File: src/rtl/wspd_pkg.sv
// Shared types and constants of the wheel speed PID drive block.
`timescale 1ns / 1ps
`default_nettype none

package wspd_pkg;

  localparam int unsigned ErrW  = 18;
  localparam int unsigned IntW  = 40;
  localparam int unsigned AccW  = 42;
  localparam int unsigned MulAW = 17;
  localparam int unsigned MulBW = 19;
  localparam int unsigned ProdW = MulAW + MulBW;

  localparam int unsigned AddrW = 5;

  localparam logic [2:0] RegPropGain   = 3'd0;
  localparam logic [2:0] RegIntegGain  = 3'd1;
  localparam logic [2:0] RegDerivGain  = 3'd2;
  localparam logic [2:0] RegWheelRad   = 3'd3;
  localparam logic [2:0] RegMinDrive   = 3'd4;
  localparam logic [2:0] RegMaxDrive   = 3'd5;

  localparam logic [15:0] PropGainRst  = 16'd42752;
  localparam logic [15:0] IntegGainRst = 16'd26;
  localparam logic [15:0] DerivGainRst = 16'd102;
  localparam logic [15:0] WheelRadRst  = 16'd4719;
  localparam logic [7:0]  MinDriveRst  = 8'd45;
  localparam logic [7:0]  MaxDriveRst  = 8'd255;

  typedef enum logic [1:0] {
    MUL_RATE  = 2'd0,
    MUL_INTEG = 2'd1,
    MUL_PROP  = 2'd2,
    MUL_DERIV = 2'd3
  } mul_sel_e;

  typedef struct packed {
    logic [15:0] prop_gain;
    logic [15:0] integ_gain;
    logic [15:0] deriv_gain;
    logic [15:0] wheel_radius;
    logic [7:0]  min_drive;
    logic [7:0]  max_drive;
  } wspd_cfg_t;

  typedef struct packed {
    logic     load;
    logic     mul_en;
    mul_sel_e mul_sel;
    logic     err_en;
    logic     integ_en;
    logic     acc_init;
    logic     acc_add;
    logic     finish;
  } wspd_cmd_t;

endpackage

`default_nettype wire

File: src/rtl/wspd_regs.sv
// Configuration register file with its APB-style access port.
`timescale 1ns / 1ps
`default_nettype none

module wspd_regs
  import wspd_pkg::*;
(
  input  wire logic             clk_i,
  input  wire logic             rst_ni,
  input  wire logic             psel,
  input  wire logic             penable,
  input  wire logic             pwrite,
  input  wire logic [AddrW-1:0] paddr,
  input  wire logic [31:0]      pwdata,
  output logic      [31:0]      prdata,
  output logic                  pready,
  output wspd_cfg_t             cfg_o
);

  wspd_cfg_t   cfg_q, cfg_d;
  logic [2:0]  reg_idx;
  logic        wr_en;

  assign reg_idx = paddr[AddrW-1:2];
  assign wr_en   = psel && penable && pwrite;
  assign pready  = 1'b1;
  assign cfg_o   = cfg_q;

  always_comb begin
    cfg_d = cfg_q;
    if (wr_en) begin
      case (reg_idx)
        RegPropGain:  cfg_d.prop_gain    = pwdata[15:0];
        RegIntegGain: cfg_d.integ_gain   = pwdata[15:0];
        RegDerivGain: cfg_d.deriv_gain   = pwdata[15:0];
        RegWheelRad:  cfg_d.wheel_radius = pwdata[15:0];
        RegMinDrive:  cfg_d.min_drive    = pwdata[7:0];
        RegMaxDrive:  cfg_d.max_drive    = pwdata[7:0];
        default:      cfg_d = cfg_q;
      endcase
    end
  end

  always_comb begin
    case (reg_idx)
      RegPropGain:  prdata = {16'd0, cfg_q.prop_gain};
      RegIntegGain: prdata = {16'd0, cfg_q.integ_gain};
      RegDerivGain: prdata = {16'd0, cfg_q.deriv_gain};
      RegWheelRad:  prdata = {16'd0, cfg_q.wheel_radius};
      RegMinDrive:  prdata = {24'd0, cfg_q.min_drive};
      RegMaxDrive:  prdata = {24'd0, cfg_q.max_drive};
      default:      prdata = 32'd0;
    endcase
  end

  always_ff @(posedge clk_i or negedge rst_ni) begin
    if (!rst_ni) begin
      cfg_q.prop_gain    <= PropGainRst;
      cfg_q.integ_gain   <= IntegGainRst;
      cfg_q.deriv_gain   <= DerivGainRst;
      cfg_q.wheel_radius <= WheelRadRst;
      cfg_q.min_drive    <= MinDriveRst;
      cfg_q.max_drive    <= MaxDriveRst;
    end else begin
      cfg_q <= cfg_d;
    end
  end

endmodule

`default_nettype wire

File: src/rtl/wspd_dp.sv
// Datapath of the PID drive: shared multiplier, error, integrator and output stage.
`timescale 1ns / 1ps
`default_nettype none

module wspd_dp
  import wspd_pkg::*;
(
  input  wire logic               clk_i,
  input  wire logic               rst_ni,
  input  wspd_cfg_t               cfg_i,
  input  wspd_cmd_t               cmd_i,
  input  wire logic signed [15:0] target_speed_i,
  input  wire logic signed [15:0] measured_rate_i,
  output logic signed [8:0]       drive_o
);

  logic signed [15:0]      target_q, rate_q;
  logic signed [ProdW-1:0] prod_q, prod_d;
  logic signed [ErrW-1:0]  err_q, err_d;
  logic signed [ErrW-1:0]  last_q;
  logic signed [IntW-1:0]  integ_q, integ_new_q, integ_new_d;
  logic signed [AccW-1:0]  acc_q, acc_d;
  logic signed [8:0]       drive_q, drive_d;

  logic signed [MulAW-1:0] mul_a;
  logic signed [MulBW-1:0] mul_b;
  logic signed [MulBW-1:0] err_diff;

  logic        [ProdW-1:0] p_mag, p_rnd;
  logic signed [ProdW-1:0] e_rnd, e_sub;

  logic signed [IntW:0]    i_sum;

  logic        [AccW-1:0]  a_mag, a_rnd;
  logic        [21:0]      mv_mag, lift_mag, sat_mag;
  logic                    mv_neg;

  assign err_diff = MulBW'(err_q) - MulBW'(last_q);

  always_comb begin
    case (cmd_i.mul_sel)
      MUL_RATE: begin
        mul_a = {1'b0, cfg_i.wheel_radius};
        mul_b = MulBW'(rate_q);
      end
      MUL_INTEG: begin
        mul_a = {1'b0, cfg_i.integ_gain};
        mul_b = MulBW'(err_q);
      end
      MUL_PROP: begin
        mul_a = {1'b0, cfg_i.prop_gain};
        mul_b = MulBW'(err_q);
      end
      MUL_DERIV: begin
        mul_a = {1'b0, cfg_i.deriv_gain};
        mul_b = err_diff;
      end
      default: begin
        mul_a = '0;
        mul_b = '0;
      end
    endcase
  end

  assign prod_d = ProdW'(mul_a) * ProdW'(mul_b);

  // Speed error: product rounded half away from zero by 12 bits, less target, saturated.
  always_comb begin
    p_mag = prod_q[ProdW-1] ? ProdW'(-prod_q) : ProdW'(prod_q);
    p_rnd = (p_mag + ProdW'(2048)) >> 12;
    e_rnd = prod_q[ProdW-1] ? -$signed(p_rnd) : $signed(p_rnd);
    e_sub = e_rnd - ProdW'(target_q);
    if (e_sub > ProdW'(131071)) begin
      err_d = {1'b0, {(ErrW-1){1'b1}}};
    end else if (e_sub < -ProdW'(131072)) begin
      err_d = {1'b1, {(ErrW-1){1'b0}}};
    end else begin
      err_d = e_sub[ErrW-1:0];
    end
  end

  always_comb begin
    i_sum = (IntW+1)'(integ_q) + (IntW+1)'(prod_q);
    if (i_sum[IntW] != i_sum[IntW-1]) begin
      integ_new_d = i_sum[IntW] ? {1'b1, {(IntW-1){1'b0}}} : {1'b0, {(IntW-1){1'b1}}};
    end else begin
      integ_new_d = i_sum[IntW-1:0];
    end
  end

  always_comb begin
    acc_d = acc_q;
    if (cmd_i.acc_init) begin
      acc_d = AccW'(integ_new_q) + AccW'(prod_q);
    end else if (cmd_i.acc_add) begin
      acc_d = acc_q + AccW'(prod_q);
    end
  end

  // Output stage: round by 20 bits, sign check, minimum lift and saturation.
  always_comb begin
    a_mag  = acc_q[AccW-1] ? AccW'(-acc_q) : AccW'(acc_q);
    a_rnd  = (a_mag + AccW'(20'h80000)) >> 20;
    mv_neg = acc_q[AccW-1];
    mv_mag = a_rnd[21:0];
    if (mv_mag != 22'd0 && mv_neg == target_q[15]) begin
      mv_mag = 22'd0;
    end
    lift_mag = mv_mag;
    if (mv_mag != 22'd0 && mv_mag <= {14'd0, cfg_i.min_drive}) begin
      lift_mag = {14'd0, cfg_i.min_drive};
    end
    sat_mag = lift_mag;
    if (lift_mag > {14'd0, cfg_i.max_drive}) begin
      sat_mag = {14'd0, cfg_i.max_drive};
    end
    if (target_q == 16'sd0) begin
      drive_d = 9'sd0;
    end else if (mv_neg) begin
      drive_d = 9'd0 - {1'b0, sat_mag[7:0]};
    end else begin
      drive_d = {1'b0, sat_mag[7:0]};
    end
  end

  always_ff @(posedge clk_i) begin
    if (cmd_i.load) begin
      target_q <= target_speed_i;
      rate_q   <= measured_rate_i;
    end
    if (cmd_i.mul_en) begin
      prod_q <= prod_d;
    end
    if (cmd_i.err_en) begin
      err_q <= err_d;
    end
    if (cmd_i.integ_en) begin
      integ_new_q <= integ_new_d;
    end
    acc_q <= acc_d;
    if (cmd_i.finish) begin
      drive_q <= drive_d;
    end
  end

  always_ff @(posedge clk_i or negedge rst_ni) begin
    if (!rst_ni) begin
      integ_q <= '0;
      last_q  <= '0;
    end else if (cmd_i.finish) begin
      if (target_q == 16'sd0) begin
        integ_q <= '0;
        last_q  <= '0;
      end else begin
        integ_q <= integ_new_q;
        last_q  <= err_q;
      end
    end
  end

  assign drive_o = drive_q;

endmodule

`default_nettype wire

File: src/rtl/wspd_ctrl.sv
// Controller state machine that sequences the datapath and owns the handshakes.
`timescale 1ns / 1ps
`default_nettype none

module wspd_ctrl
  import wspd_pkg::*;
(
  input  wire logic clk_i,
  input  wire logic rst_ni,
  input  wire logic in_valid_i,
  output logic      in_stall_o,
  output logic      out_valid_o,
  input  wire logic out_stall_i,
  output wspd_cmd_t cmd_o
);

  typedef enum logic [7:0] {
    S_IDLE = 8'b0000_0001,
    S_MERR = 8'b0000_0010,
    S_ERR  = 8'b0000_0100,
    S_MI   = 8'b0000_1000,
    S_INT  = 8'b0001_0000,
    S_P    = 8'b0010_0000,
    S_D    = 8'b0100_0000,
    S_FIN  = 8'b1000_0000
  } state_e;

  state_e state_q, state_d;
  logic   out_valid_q, out_valid_d;
  logic   in_accept;

  assign in_stall_o  = (state_q != S_IDLE);
  assign in_accept   = in_valid_i && !in_stall_o;
  assign out_valid_o = out_valid_q;

  always_comb begin
    state_d       = state_q;
    cmd_o         = '0;
    cmd_o.mul_sel = MUL_RATE;
    case (state_q)
      S_IDLE: begin
        if (in_valid_i) begin
          cmd_o.load = 1'b1;
          state_d    = S_MERR;
        end
      end
      S_MERR: begin
        cmd_o.mul_en  = 1'b1;
        cmd_o.mul_sel = MUL_RATE;
        state_d       = S_ERR;
      end
      S_ERR: begin
        cmd_o.err_en = 1'b1;
        state_d      = S_MI;
      end
      S_MI: begin
        cmd_o.mul_en  = 1'b1;
        cmd_o.mul_sel = MUL_INTEG;
        state_d       = S_INT;
      end
      S_INT: begin
        cmd_o.integ_en = 1'b1;
        cmd_o.mul_en   = 1'b1;
        cmd_o.mul_sel  = MUL_PROP;
        state_d        = S_P;
      end
      S_P: begin
        cmd_o.acc_init = 1'b1;
        cmd_o.mul_en   = 1'b1;
        cmd_o.mul_sel  = MUL_DERIV;
        state_d        = S_D;
      end
      S_D: begin
        cmd_o.acc_add = 1'b1;
        state_d       = S_FIN;
      end
      S_FIN: begin
        if (!(out_valid_q && out_stall_i)) begin
          cmd_o.finish = 1'b1;
          state_d      = S_IDLE;
        end
      end
      default: begin
        state_d = S_IDLE;
      end
    endcase
  end

  always_comb begin
    out_valid_d = out_valid_q;
    if (cmd_o.finish) begin
      out_valid_d = 1'b1;
    end else if (out_valid_q && !out_stall_i) begin
      out_valid_d = 1'b0;
    end
  end

  always_ff @(posedge clk_i or negedge rst_ni) begin
    if (!rst_ni) begin
      state_q     <= S_IDLE;
      out_valid_q <= 1'b0;
    end else begin
      state_q     <= state_d;
      out_valid_q <= out_valid_d;
    end
  end

`ifndef ASSERT_OFF
  a_no_overwrite: assert property (@(posedge clk_i) disable iff (!rst_ni)
    cmd_o.finish |-> !(out_valid_q && out_stall_i))
    else $error("Result register written while a transaction was still pending.");

  a_accept_starts: assert property (@(posedge clk_i) disable iff (!rst_ni)
    in_accept |=> (state_q == S_MERR))
    else $error("Accepted transaction did not start the multiply sequence.");

  a_finish_valid: assert property (@(posedge clk_i) disable iff (!rst_ni)
    cmd_o.finish |=> out_valid_q)
    else $error("Finished transaction did not present a result.");

  a_load_on_accept: assert property (@(posedge clk_i) disable iff (!rst_ni)
    cmd_o.load |-> in_accept)
    else $error("Operands loaded without an accepted transaction.");
`endif

endmodule

`default_nettype wire

File: src/rtl/wheel_speed_pid_drive.sv
// Top level of the wheel speed PID drive block.
`timescale 1ns / 1ps
`default_nettype none

// Each accepted transaction carries a target linear speed (Q3.12) and a measured
// wheel rate (Q7.8) and yields one signed drive value. No new transaction is
// accepted until the last one is back in idle; the result is registered as the
// final state is left. The sequence is set by the single 17 by 19 bit multiplier,
// used four times per transaction. A stalled output holds back the next result
// until the last is taken. Users must write gains, wheel radius and drive limits
// through the APB-style port while idle; the block itself does not enforce it.

module wheel_speed_pid_drive
  import wspd_pkg::*;
(
  input  wire logic               clk_i,
  input  wire logic               rst_ni,
  input  wire logic               in_valid_i,
  output logic                    in_stall_o,
  input  wire logic signed [15:0] target_speed_i,
  input  wire logic signed [15:0] measured_rate_i,
  output logic                    out_valid_o,
  input  wire logic               out_stall_i,
  output logic signed [8:0]       drive_o,
  input  wire logic               psel,
  input  wire logic               penable,
  input  wire logic               pwrite,
  input  wire logic [AddrW-1:0]   paddr,
  input  wire logic [31:0]        pwdata,
  output logic      [31:0]        prdata,
  output logic                    pready
);

  wspd_cfg_t cfg;
  wspd_cmd_t cmd;

  wspd_regs u_regs (
    .clk_i   (clk_i),
    .rst_ni  (rst_ni),
    .psel    (psel),
    .penable (penable),
    .pwrite  (pwrite),
    .paddr   (paddr),
    .pwdata  (pwdata),
    .prdata  (prdata),
    .pready  (pready),
    .cfg_o   (cfg)
  );

  wspd_ctrl u_ctrl (
    .clk_i       (clk_i),
    .rst_ni      (rst_ni),
    .in_valid_i  (in_valid_i),
    .in_stall_o  (in_stall_o),
    .out_valid_o (out_valid_o),
    .out_stall_i (out_stall_i),
    .cmd_o       (cmd)
  );

  wspd_dp u_dp (
    .clk_i           (clk_i),
    .rst_ni          (rst_ni),
    .cfg_i           (cfg),
    .cmd_i           (cmd),
    .target_speed_i  (target_speed_i),
    .measured_rate_i (measured_rate_i),
    .drive_o         (drive_o)
  );

endmodule

`default_nettype wire

File: config.mk
export PLATFORM = sky130hd
export DESIGN_NAME = wheel_speed_pid_drive
export DESIGN_NICKNAME = d
export VERILOG_FILES = /design/src/rtl/wspd_pkg.sv /design/src/rtl/wspd_regs.sv /design/src/rtl/wspd_dp.sv /design/src/rtl/wspd_ctrl.sv /design/src/rtl/wheel_speed_pid_drive.sv
export SDC_FILE = /design/constraint.sdc
export NUM_CORES = 2
export LEC_CHECK = 0
export BUFFER_PORTS_ARGS = -buffer_cell sky130_fd_sc_hd__buf_2
export CAP_MARGIN = 10
export CORE_ASPECT_RATIO = 0.6
export CORE_MARGIN = 3
export CORE_UTILIZATION = 55
export DETAILED_ROUTE_END_ITERATION = 10
export PLACE_DENSITY = 0.72
export RECOVER_POWER = 100
export SLEW_MARGIN = 25
export SYNTH_ARGS = -nofsm -noshare
export SYNTH_HDL_FRONTEND = slang
export SYNTH_SLANG_ARGS = --single-unit
File: constraint.sdc
create_clock -name clk_i -period 12.74 [get_ports clk_i]
set_input_delay 1.911 -clock clk_i [delete_from_list [all_inputs] [get_ports clk_i]]
set_output_delay 1.911 -clock clk_i [all_outputs]
set_load 0.03 [all_outputs]
==> results.cfg <==
[die]
placement_rows = 73
initial_core_utilization_pct = 55.89
die_y_um = 207.5
floorplan.core_area_um2 = 66590
die_area_um2 = 70920
die-width_um = 341.8
io-pin-count = 120

[clock_network]
worstSkewPairLatency_ns = 0.59
cts_buffer_depth = 3
cts.htree.levels = 2
cts.sink_count = 324
cts_root_buf = sky130_fd_sc_hd__clkbuf_16
numCtsBuffers = 35
tritoncts = built
hold_buffer_count_at_cts = 0
cts.reportedPaths.clkPinSlew_ns = 0.06
cts.repair_timing.setup_buffer_count = 0
ctsResizeCount = 0

[sta]
finalHoldViolCount = 0
layout_worst_path_cycle_share_pct = 92.58
timing.hold.ws_ns = 0.4742
setup_total_negative_slack_ns = 0
grt_setup_unrepaired = false
max_clock_freq_mhz = 84.78
worstMarginPinSlew_ns = 5.932
final-max-slew-violation-count = 631
final.min_clock_period_ns = 11.79
finalSetupViolCount = 0
timing.max_slew.rel_slack_pct = -295.5
worst_clock_skew_ns = 0.03051

[synth]
post-synth-top-count-cell = sky130_fd_sc_hd__nand2_1
synth_commonest_cells = sky130_fd_sc_hd__nand2_1, sky130_fd_sc_hd__inv_1, sky130_fd_sc_hd__fa_1
dominantRegCellSynth = sky130_fd_sc_hd__edfxtp_1
number_of_synthesized_flops_with_an_enable_pin = 177
sequential_area_share_after_synthesis_pct = 24.28
synthTopCellsByArea = sky130_fd_sc_hd__fa_1, sky130_fd_sc_hd__edfxtp_1, sky130_fd_sc_hd__ha_1, sky130_fd_sc_hd__dfrtp_1, sky130_fd_sc_hd__nand2_1
synthDominantAreaCellType = sky130_fd_sc_hd__fa_1
synthesized_area_per_cell_um2 = 8.991
synth_top_area_share_pct = 16.78
synth_cell_types = 101
yosysWarnings = 0
fraction_of_registers_with_async_set_or_reset_after_synthesis_pct = 45.37
synth-seq-cells = 324
syn_area_um2 = 37210
synthCells = 4139

[hold_path]
hold_class = register to register

[grt]
grt_pass1_vias = 28660
maximum_number_of_pins_on_one_net_before_global_route_repair = 105
groute.usage.overall_pct = 28.89
wire_length_of_the_first_global_routing_pass_mm = 162.7
antenna_found_initial = 1
grt_remaining_overflow = 0

[detailed_routing]
wl_mm = 103.3
detailroute.via_count = 30660
drt-vias-per-instance = 6.039
drt-pass1-iter-count = 6
remaining_drc_errors = 0
antenna_violating_nets_post_route = 0
post_drt_wl_per_cell_um = 20.35
drt_first_iter_violations = 3305

[critical_path]
crit-reg2reg-launch = u_ctrl.state_q[4]$_DFFE_PN0P_
reg_to_reg_setup_timing_slack_ns = 0.95
critical_path_sink = u_dp.prod_q[35]$_DFFE_PP_
setup.worst_path.end_class = register
critical_path.slowest_cell = sky130_fd_sc_hd__mux2i_1
timing.setup.critical_path_class = register to register
worst_r2r_endpoint = u_dp.prod_q[35]$_DFFE_PP_
crit_arrival_ns = 12.10
ff2ff_path_depth = 33
cpPeakStageDelay_ns = 0.88
crit_required_ns = 13.05
critical_path_launch_point = u_ctrl.state_q[4]$_DFFE_PN0P_
timing.critical_path.from_type = register
worstPathMaxFanout = 33

[placement]
post-dp-hpwl_mm = 80.17
port-buffer-count = 84
routabilityCongestion = 0.9690
placed_cell_area_um2 = 38510

[flow_run]
timing.max_cap.violations = 14

[finish]
finish.utilization_pct = 59.50
finalNetCount = 4826
finish.instance_area_um2 = 39620
syn_to_final_growth_pct = 6.469
insertedDiodeCount = 0
final_layout_size_suffix_gt1_share_pct = 7.471
nFillCells = 5769

[status]
outcome = complete, but fails checks
violations = capacitance limit, slew limit
## sequential cells by signal, summed over array words and instances (netlist names)
signal and flops:
u_dp.integ_new_q 40, u_dp.acc_q 42, u_dp.prod_q 36, u_regs.cfg_o 80, u_dp.last_q 18, u_dp.rate_q 16
u_ctrl.state_q 8, u_ctrl.out_valid_o 1, u_dp.drive_o 9, u_dp.err_q 18, u_dp.target_q 16, u_dp.integ_q 40
## per-layer routing
metal	routed length, µm	global-route usage [%]	up-vias
met5	0	0	-
met2	39580	37.77	1457
met1	48780	46.95	14860
met3	13540	8.471	113
li1	-	-	14220
met4	1376	4.510	0
## through the flow
step                instances  setup WS [ns]
floorplan                4154          2.441
global placement         5012          1.564
detailed placement       5012          1.455
CTS                      5076          1.393
global route             5076         0.3979
finish                   5076         0.9454
## worst min path at each step
stage | slack, ns | to | start | cells past startpoint
after global routing | 0.49 | u_dp.integ_q[6]$_DFFE_PN0P_ | u_dp.integ_q[6]$_DFFE_PN0P_ | 2
after floorplan | 0.44 | u_dp.integ_q[0]$_DFFE_PN0P_ | u_dp.integ_q[0]$_DFFE_PN0P_ | 2
final | 0.47 | u_dp.integ_q[8]$_DFFE_PN0P_ | u_dp.integ_q[8]$_DFFE_PN0P_ | 2
after detailed placement | 0.46 | u_dp.integ_q[3]$_DFFE_PN0P_ | u_dp.integ_q[3]$_DFFE_PN0P_ | 2
after CTS | 0.48 | u_dp.integ_q[3]$_DFFE_PN0P_ | u_dp.integ_q[3]$_DFFE_PN0P_ | 2
after global placement | 0.46 | u_dp.integ_q[33]$_DFFE_PN0P_ | u_dp.integ_q[33]$_DFFE_PN0P_ | 2
## final cells by class
| class | count | area, µm² | share of cell area (%) |
|---|---|---|---|
| inverter | 485 | 1821 | 4.595 |
| clock inverter | 22 | 292.8 | 0.7390 |
| tap | 900 | 1126 | 2.842 |
| clock buffer | 42 | 942.2 | 2.378 |
| sequential | 324 | 9035 | 22.80 |
| multi-input combinational | 3175 | 25760 | 65.01 |
| timing repair buffer | 128 | 648.1 | 1.636 |
## cells by family (layout without fill, tap and decap cells)
group	Yosys count	in the layout	synth area share [%]
AND/OR/NAND/NOR	1329	1329	17.26
AO/OA/AOI/OAI	826	826	14.51
buffers and inverters	655	677	6.862
adder cells (fa/ha/maj)	609	609	26.72
flip-flops	324	324	24.28
XOR/XNOR	261	261	6.203
multiplexers	133	133	4.149
other	2	17	0.02018
## placed cells by master (no fill, tap or decap), types with 14 or more instances in the layout
cell,netlist,layout
sky130_fd_sc_hd__mux2_2,86,86
sky130_fd_sc_hd__nor4_1,27,27
sky130_fd_sc_hd__a22oi_1,17,17
sky130_fd_sc_hd__edfxtp_1,177,177
sky130_fd_sc_hd__xor2_1,83,83
sky130_fd_sc_hd__inv_1,485,485
sky130_fd_sc_hd__nand4_1,25,25
sky130_fd_sc_hd__a221oi_1,14,14
sky130_fd_sc_hd__a21boi_0,20,20
sky130_fd_sc_hd__fa_1,312,312
sky130_fd_sc_hd__a21o_1,81,81
sky130_fd_sc_hd__xnor2_1,175,175
sky130_fd_sc_hd__clkbuf_1,133,59
sky130_fd_sc_hd__buf_4,17,31
sky130_fd_sc_hd__nand2b_1,51,50
sky130_fd_sc_hd__ha_1,289,289
sky130_fd_sc_hd__clkbuf_16,0,35
sky130_fd_sc_hd__o21ai_0,200,201
sky130_fd_sc_hd__nor2b_1,62,62
sky130_fd_sc_hd__nor2_1,232,231
sky130_fd_sc_hd__dfrtp_1,114,114
sky130_fd_sc_hd__o21a_1,40,40
sky130_fd_sc_hd__o31ai_1,24,23
sky130_fd_sc_hd__conb_1,2,17
sky130_fd_sc_hd__nand3_1,124,124
sky130_fd_sc_hd__a21oi_1,201,195
sky130_fd_sc_hd__o21bai_1,17,17
sky130_fd_sc_hd__nand2_1,500,500
sky130_fd_sc_hd__and3_1,24,24
sky130_fd_sc_hd__a31oi_1,27,27
sky130_fd_sc_hd__buf_2,6,41
sky130_fd_sc_hd__nor3_1,77,77
sky130_fd_sc_hd__dfstp_2,33,32
sky130_fd_sc_hd__or3_1,36,36
sky130_fd_sc_hd__and2_1,88,84
sky130_fd_sc_hd__a211oi_1,25,25
sky130_fd_sc_hd__mux2i_1,38,37
## worst max-delay path: cells and delay by family, from the launching register on
kind	cells	cell delay, ns
AO/OA/AOI/OAI	6	1.43
buffers and inverters	8	2.05
XOR/XNOR	1	0.14
multiplexers	1	0.88
adder cells (fa/ha/maj)	8	3.55
AND/OR/NAND/NOR	9	3.04
flip-flops	1	0.42
Power is left out: the tool's default activity adds up to more than one toggle a clock period on the data nets, which glitch-free logic cannot reach.
